===== src/rtl/spq_pkg.sv =====
// spq_pkg: shared types, codes and the priority relation for the sorted
// priority queue. No dependencies.
package spq_pkg;

  localparam int unsigned QueueDepth = 16;
  localparam int unsigned DataW      = 32;
  localparam int unsigned AddrW      = 3;

  typedef enum logic [1:0] {
    ActPush = 2'd0,
    ActPop  = 2'd1,
    ActPeek = 2'd2,
    ActNop  = 2'd3
  } action_e;

  typedef enum logic [1:0] {
    StatOk    = 2'd0,
    StatEmpty = 2'd1,
    StatFull  = 2'd2
  } status_e;

  typedef enum logic [1:0] {
    ModeLe = 2'd0,
    ModeLt = 2'd1,
    ModeGe = 2'd2,
    ModeGt = 2'd3
  } order_mode_e;

  localparam logic [AddrW-1:0] AddrOrderMode = AddrW'(0);

  typedef enum logic [1:0] {
    OpHold = 2'd0,
    OpPush = 2'd1,
    OpPop  = 2'd2
  } cell_op_e;

  typedef struct packed {
    logic signed [DataW-1:0] element;
    logic signed [DataW-1:0] priority_v;
  } entry_t;

  // broadcast to every cell
  typedef struct packed {
    cell_op_e    op;
    order_mode_e mode;
    entry_t      new_entry;
  } cell_ctrl_t;

  typedef struct packed {
    logic signed [DataW-1:0] element_out;
    logic signed [DataW-1:0] priority_out;
    status_e                 status;
    logic                    is_empty;
  } result_t;

  // true when entry e stays ahead of a new entry with priority n
  function automatic logic relation_holds(input order_mode_e mode,
                                          input logic signed [DataW-1:0] e,
                                          input logic signed [DataW-1:0] n);
    logic r;
    unique case (mode)
      ModeLe:  r = (e <= n);
      ModeLt:  r = (e < n);
      ModeGe:  r = (e >= n);
      default: r = (e > n);
    endcase
    return r;
  endfunction

endpackage


===== src/rtl/spq_cell.sv =====
// spq_cell: one slot of the sorted chain. Holds one entry and an occupied
// flag; shifts right on an insert ahead of it, left on pop. Uses spq_pkg.
module spq_cell (
  input  logic                clk_i,
  input  logic                rst_ni,
  input  spq_pkg::cell_ctrl_t ctrl_i,
  input  spq_pkg::entry_t     left_entry_i,
  input  logic                left_occ_i,
  input  logic                left_rel_i,
  input  spq_pkg::entry_t     right_entry_i,
  input  logic                right_occ_i,
  output spq_pkg::entry_t     entry_o,
  output logic                occ_o,
  output logic                rel_o
);

  spq_pkg::entry_t entry_q, entry_d;
  logic            occ_q, occ_d;
  logic            rel;

  // occupied, ahead of the new entry and every slot before it stays too:
  // stays put on push. The AND with the left neighbor keeps the stay run a
  // prefix even when the contents were sorted under another mode.
  assign rel = left_rel_i & occ_q &
               spq_pkg::relation_holds(ctrl_i.mode, entry_q.priority_v,
                                       ctrl_i.new_entry.priority_v);

  always_comb begin
    entry_d = entry_q;
    occ_d   = occ_q;
    case (ctrl_i.op)
      spq_pkg::OpPush: begin
        occ_d = occ_q | left_occ_i;
        if (!rel) begin
          entry_d = left_rel_i ? ctrl_i.new_entry : left_entry_i;
        end
      end
      spq_pkg::OpPop: begin
        occ_d   = right_occ_i;
        entry_d = right_entry_i;
      end
      default: ;
    endcase
  end

  always_ff @(posedge clk_i or negedge rst_ni) begin
    if (!rst_ni) begin
      occ_q <= 1'b0;
    end else begin
      occ_q <= occ_d;
    end
  end

  always_ff @(posedge clk_i) begin
    entry_q <= entry_d;
  end

  assign entry_o = entry_q;
  assign occ_o   = occ_q;
  assign rel_o   = rel;

endmodule


===== src/rtl/spq_out_buf.sv =====
// spq_out_buf: two-deep output register with skid slot, so a new request
// can be taken while a result waits. Uses spq_pkg.
module spq_out_buf (
  input  logic             clk_i,
  input  logic             rst_ni,
  input  logic             wr_i,
  input  spq_pkg::result_t res_i,
  output logic             ready_o,
  output logic             valid_o,
  input  logic             ready_i,
  output spq_pkg::result_t res_o
);

  spq_pkg::result_t out_q, out_d, skid_q, skid_d;
  logic             out_valid_q, out_valid_d, skid_valid_q, skid_valid_d;
  logic             drain;

  assign drain = out_valid_q & ready_i;

  always_comb begin
    out_d        = out_q;
    skid_d       = skid_q;
    out_valid_d  = out_valid_q;
    skid_valid_d = skid_valid_q;
    if (wr_i) begin
      // skid is empty whenever wr_i is allowed
      if (!out_valid_q || drain) begin
        out_d       = res_i;
        out_valid_d = 1'b1;
      end else begin
        skid_d       = res_i;
        skid_valid_d = 1'b1;
      end
    end else if (drain) begin
      out_d        = skid_q;
      out_valid_d  = skid_valid_q;
      skid_valid_d = 1'b0;
    end
  end

  always_ff @(posedge clk_i or negedge rst_ni) begin
    if (!rst_ni) begin
      out_valid_q  <= 1'b0;
      skid_valid_q <= 1'b0;
    end else begin
      out_valid_q  <= out_valid_d;
      skid_valid_q <= skid_valid_d;
    end
  end

  always_ff @(posedge clk_i) begin
    out_q  <= out_d;
    skid_q <= skid_d;
  end

  assign ready_o = ~skid_valid_q;
  assign valid_o = out_valid_q;
  assign res_o   = out_q;

endmodule


===== src/rtl/sorted_priority_queue.sv =====
// sorted_priority_queue: top level. Chain of spq_cell slots kept in priority
// order, APB register for the order mode, spq_out_buf on the result side.
//
//   channel | direction | handshake              | payload
//   --------+-----------+------------------------+------------------------------------
//   in      | sink      | in_valid_i/in_ready_o  | action_i, element_i, priority_req_i
//   out     | source    | out_valid_o/out_ready_i| element_out_o, priority_out_o,
//           |           |                        | status_o, is_empty_o
//   cfg     | APB slave | psel/penable/pready    | paddr, pwdata, prdata
//
// Cycles: one request per cycle while in_ready_o is high. Every cell compares
// its priority with the incoming one in parallel, so a push, pop or peek
// finishes in the accept cycle; its result goes to the output register or skid.
// Reset: all slots become unoccupied and order_mode returns to 0; no
// clearing pass is needed since stale slot payload is never exposed.
// Stalls: the output side holds two results (register plus skid slot);
// in_ready_o drops only when both are full.
module sorted_priority_queue (
  input  logic                            clk_i,
  input  logic                            rst_ni,
  // request channel
  input  logic                            in_valid_i,
  output logic                            in_ready_o,
  input  logic [1:0]                      action_i,
  input  logic signed [spq_pkg::DataW-1:0] element_i,
  input  logic signed [spq_pkg::DataW-1:0] priority_req_i,
  // result channel
  output logic                            out_valid_o,
  input  logic                            out_ready_i,
  output logic signed [spq_pkg::DataW-1:0] element_out_o,
  output logic signed [spq_pkg::DataW-1:0] priority_out_o,
  output logic [1:0]                      status_o,
  output logic                            is_empty_o,
  // configuration
  input  logic                            psel,
  input  logic                            penable,
  input  logic                            pwrite,
  input  logic [spq_pkg::AddrW-1:0]       paddr,
  input  logic [31:0]                     pwdata,
  output logic [31:0]                     prdata,
  output logic                            pready
);

  localparam int unsigned Depth = spq_pkg::QueueDepth;

  // ---------------- configuration register ----------------
  spq_pkg::order_mode_e mode_q;

  assign pready = 1'b1;

  always_ff @(posedge clk_i or negedge rst_ni) begin
    if (!rst_ni) begin
      mode_q <= spq_pkg::ModeLe;
    end else if (psel && penable && pwrite && (paddr == spq_pkg::AddrOrderMode)) begin
      mode_q <= spq_pkg::order_mode_e'(pwdata[1:0]);
    end
  end

  always_comb begin
    prdata = '0;
    if (paddr == spq_pkg::AddrOrderMode) begin
      prdata = {30'd0, mode_q};
    end
  end

  // ---------------- cell chain ----------------
  spq_pkg::entry_t entry [Depth];
  logic            occ   [Depth];
  logic            rel   [Depth];
  spq_pkg::cell_ctrl_t ctrl;

  logic    accept;
  logic    full, empty;
  spq_pkg::action_e act;

  assign act    = spq_pkg::action_e'(action_i);
  assign accept = in_valid_i & in_ready_o;
  assign empty  = ~occ[0];
  assign full   = occ[Depth-1];

  always_comb begin
    ctrl.mode                 = mode_q;
    ctrl.new_entry.element    = element_i;
    ctrl.new_entry.priority_v = priority_req_i;
    ctrl.op                   = spq_pkg::OpHold;
    if (accept) begin
      case (act)
        spq_pkg::ActPush: if (!full)  ctrl.op = spq_pkg::OpPush;
        spq_pkg::ActPop:  if (!empty) ctrl.op = spq_pkg::OpPop;
        default: ;
      endcase
    end
  end

  for (genvar i = 0; i < Depth; i++) begin : g_cell
    spq_pkg::entry_t left_entry, right_entry;
    logic            left_occ, left_rel, right_occ;

    if (i == 0) begin : g_head
      // head takes the new entry unless it stays ahead of it
      assign left_entry = '0;
      assign left_occ   = 1'b1;
      assign left_rel   = 1'b1;
    end else begin : g_body
      assign left_entry = entry[i-1];
      assign left_occ   = occ[i-1];
      assign left_rel   = rel[i-1];
    end

    if (i == Depth - 1) begin : g_tail
      assign right_entry = '0;
      assign right_occ   = 1'b0;
    end else begin : g_mid
      assign right_entry = entry[i+1];
      assign right_occ   = occ[i+1];
    end

    spq_cell u_cell (
      .clk_i         (clk_i),
      .rst_ni        (rst_ni),
      .ctrl_i        (ctrl),
      .left_entry_i  (left_entry),
      .left_occ_i    (left_occ),
      .left_rel_i    (left_rel),
      .right_entry_i (right_entry),
      .right_occ_i   (right_occ),
      .entry_o       (entry[i]),
      .occ_o         (occ[i]),
      .rel_o         (rel[i])
    );
  end

  // ---------------- result ----------------
  spq_pkg::result_t res, res_out;

  always_comb begin
    res.element_out  = '0;
    res.priority_out = '0;
    res.status       = spq_pkg::StatOk;
    res.is_empty     = empty;
    case (act)
      spq_pkg::ActPush: begin
        res.is_empty = 1'b0;
        if (full) res.status = spq_pkg::StatFull;
      end
      spq_pkg::ActPop, spq_pkg::ActPeek: begin
        if (empty) begin
          res.status = spq_pkg::StatEmpty;
        end else begin
          res.element_out  = entry[0].element;
          res.priority_out = entry[0].priority_v;
          // after a pop the second slot becomes the head
          if (act == spq_pkg::ActPop) res.is_empty = ~occ[1];
        end
      end
      default: ;
    endcase
  end

  spq_out_buf u_out_buf (
    .clk_i   (clk_i),
    .rst_ni  (rst_ni),
    .wr_i    (accept),
    .res_i   (res),
    .ready_o (in_ready_o),
    .valid_o (out_valid_o),
    .ready_i (out_ready_i),
    .res_o   (res_out)
  );

  assign element_out_o  = res_out.element_out;
  assign priority_out_o = res_out.priority_out;
  assign status_o       = res_out.status;
  assign is_empty_o     = res_out.is_empty;

endmodule

===== config.mk =====
export PLATFORM = sky130hd
export DESIGN_NAME = sorted_priority_queue
export DESIGN_NICKNAME = d
export VERILOG_FILES = /design/src/rtl/spq_pkg.sv /design/src/rtl/spq_cell.sv /design/src/rtl/spq_out_buf.sv /design/src/rtl/sorted_priority_queue.sv
export SDC_FILE = /design/constraint.sdc
export NUM_CORES = 2
export LEC_CHECK = 0
export ABC_AREA = 1
export BUFFER_PORTS_ARGS = -buffer_cell sky130_fd_sc_hd__buf_4
export CAP_MARGIN = 20
export CELL_PAD_IN_SITES_DETAIL_PLACEMENT = 1
export CELL_PAD_IN_SITES_GLOBAL_PLACEMENT = 2
export CORE_UTILIZATION = 35
export DETAILED_ROUTE_END_ITERATION = 6
export GPL_ROUTABILITY_DRIVEN = 0
export PLACE_DENSITY_LB_ADDON = 0.25
export SYNTH_ARGS = -nofsm -noshare
export SYNTH_HDL_FRONTEND = slang
export SYNTH_HIERARCHICAL = 1
export SYNTH_SLANG_ARGS = --single-unit

===== constraint.sdc =====
create_clock -name clk_i -period 11.2 [get_ports clk_i]
set_input_delay 1.12 -clock clk_i [delete_from_list [all_inputs] [get_ports clk_i]]
set_output_delay 1.12 -clock clk_i [all_outputs]
set_load 0.01 [all_outputs]

==> summary.md <==
| Metric | Value |
|---|---|
| Outcome | `complete, but fails checks` |
| Failing checks | `design-rule violations` |
| Hold slack | `259 ps` |
| Power per cell area | `171 nW/um^2` |
| H-Tree Depth | `4` |
| Final Hold Vio Count | `0` |
| RSZ-0062 raised after global routing | `false` |
| Critical Path AT | `9280 ps` |
| Worst-Margin Slew | `993 ps` |
| Top Family by Delay on Critical Path | `buffers and inverters` |
| Clock Power Share | `33.9%` |
| Required time of the critical path | `11760 ps` |
| Max-slew headroom | `33.8%` |
| CP endpoint kind | `flip-flop` |
| # port buffers | `148` |
| Max Freq | `115 MHz` |
| Routed wire per std cell | `19.8 microns` |
| Met1 GRT Util | `33.8%` |
| Vias per cell | `5.13` |
| Seq pwr share | `43.8%` |
| Pint | `0.00959 W` |
| CTS tree | `built` |
| Hold-fix buffer count after cts | `0` |
| Avg Inst Size Synth | `8.29 sq um` |
| Clock Tree Buf Depth | `3` |
| Met2 usage | `32.5%` |
| Number of CTS-inserted buffers | `152` |
| Fillcell total | `24600` |
| Routed Antenna Nets | `0` |
| Post-CTS Setup Repair Bufs | `0` |
| Die ar. | `211000 sq um` |
| Die Span Y | `459 microns` |
| Maxcap violations | `0` |
| Most used cell, CP | `nand2_1` |
| CP peak stage delay | `610 ps` |
| Pre-CTS worst setup slack | `1750 ps` |
| Area Overhead vs Synth | `12.5%` |
| Root Buffer | `clkbuf_16` |
| Yosys warns | `6` |
| GR Util met3 | `2.22%` |
| Vias in the first global route | `62100` |
| Final period util | `77.9%` |
| Most frequent cells in the layout | `a21oi_1, nand2_1, nor2_1` |
| Crit path kind | `in2reg` |
| Largest net degree at the start of global routing | `70` |
| Setup Viol. Count Final | `0` |
| CTS resizes | `0` |
| DR vias | `60700` |
| CP max stage cell | `buf_4` |
| Syn Inst Count | `8824` |
| TNS Setup | `0 ps` |
| Layout cells sized above 1 | `8.46%` |
| Chip width | `459 microns` |
| Most common cell after layout, fill and taps aside | `a21oi_1` |
| Total global routing overflow | `0` |
| Net switching power | `0.00449 W` |
| Boundary pin count | `210` |
| Clock Sinks | `1178` |
| Clock transition at path regs | `50 ps` |
| Critical R2R Capture | `g_cell[15].u_cell/entry_o[51]$_DFFE_PP_` |
| Switch share | `31.9%` |
| 1st-iter DRT viols | `3864` |
| R2r setup slk | `2770 ps` |
| Slack of the critical path | `2480 ps` |
| Initial Util | `35.3%` |
| Total power | `0.0141 W` |
| Max Clock Skew | `36.2 ps` |
| Core area | `207000 sq um` |
| Rows | `167` |
| Initial antenna violation count | `6` |
| DR DRC count | `1` |
| Post-DP HPWL | `176 mm` |
| Worst reg2reg path startpoint | `g_cell[0].u_cell/entry_o[31]$_DFFE_PP_` |
| Final net count | `9583` |
| Total track usage | `21.8%` |
| GRT busiest layer | `met1` |
| Mapped Area | `73200 sq um` |
| R2R depth | `73` |
| Leakage | `35.8 nW` |
| Crit-path max FO | `65` |
| CP Launch Type | `primary input` |
| CP bufs+invs | `35` |
| Min cycle time layout | `8720 ps` |
| Hold Path Class | `in2async` |
| Final Slew Violations | `0` |
| First-pass GRT wire length | `366 mm` |
| DRT Wirelength | `234 mm` |
| Combinational power share | `22.3%` |
| Worst-Skew Late Latency | `820 ps` |
| VDD IR max | `0.000144 V` |
| DRT Pass-1 Iters | `7` |
[final cells by class]
class                   count  area [sq um]  area share (%)
diodes                      5          12.5          0.0152
clock buffers             197          4070            4.94
clock inverters            74           707           0.858
inverters                 845          3170            3.85
multi-input cells        6479         33300            40.5
flip-flops and latches   1178         35300            42.8
well taps                2788          3490            4.24
repair buffers            272          2290            2.78
[sequential cells by signal (all words and copies together), names as in the netlist]
signal	cells
g_cell.u_cell/entry_o	1024
mode_q	2
u_out_buf/res_o	67
g_cell.u_cell/occ_o	16
u_out_buf/valid_o	1
u_out_buf/skid_q	67
u_out_buf/skid_valid_q	1
[how the worst max path moves through the flow]
| stage | cells after the start | from | endpoint |
|---|---|---|---|
| final | 75 | priority_req_i[30] | g_cell[15].u_cell/entry_o[51]$_DFFE_PP_ |
| after floorplan | 88 | priority_req_i[31] | g_cell[15].u_cell/entry_o[0]$_DFFE_PP_ |
| after CTS | 75 | priority_req_i[31] | g_cell[15].u_cell/entry_o[51]$_DFFE_PP_ |
| after global routing | 75 | priority_req_i[31] | g_cell[15].u_cell/entry_o[60]$_DFFE_PP_ |
| after detailed placement | 75 | priority_req_i[31] | g_cell[15].u_cell/entry_o[51]$_DFFE_PP_ |
| after global placement | 75 | priority_req_i[31] | g_cell[15].u_cell/entry_o[44]$_DFFE_PP_ |
[power by group through the flow]
stage / Sequential (W) / Clock (W) / Combinational [W]
after floorplan: 0.00613 / 0 / 0.00212
after global placement: 0.00623 / 0 / 0.00299
after detailed placement: 0.00624 / 0 / 0.00315
after CTS: 0.00616 / 0.00491 / 0.00317
after global routing: 0.00622 / 0.00505 / 0.00357
final: 0.00616 / 0.00478 / 0.00314
[per-layer routing]
| metal | share of wire [%] | wire [microns] |
|---|---|---|
| met5 | 0 | 0 |
| met4 | 1.5 | 3490 |
| met3 | 4.2 | 9750 |
| met2 | 42 | 98900 |
| met1 | 52 | 122000 |
[stage by stage]
stage,cells,cell area (sq um),utilization (%)
final,11800,82400,39.7
after global routing,11800,82300,39.7
after CTS,11800,82200,39.6
after detailed placement,11600,77400,37.3
after global placement,11500,77200,37.2
after floorplan,8986,73800,-
[worst reg2reg max path: cells and delay by family, from the launching register on]
| family | cells | cell delay [ps] |
|---|---|---|
| buffers and inverters | 33 | 4110 |
| AO/OA/AOI/OAI | 1 | 70 |
| flip-flops | 1 | 410 |
| AND/OR/NAND/NOR | 38 | 3150 |
| adder cells (fa/ha/maj) | 1 | 420 |
No activity file was read; power rests on OpenSTA's default activity.
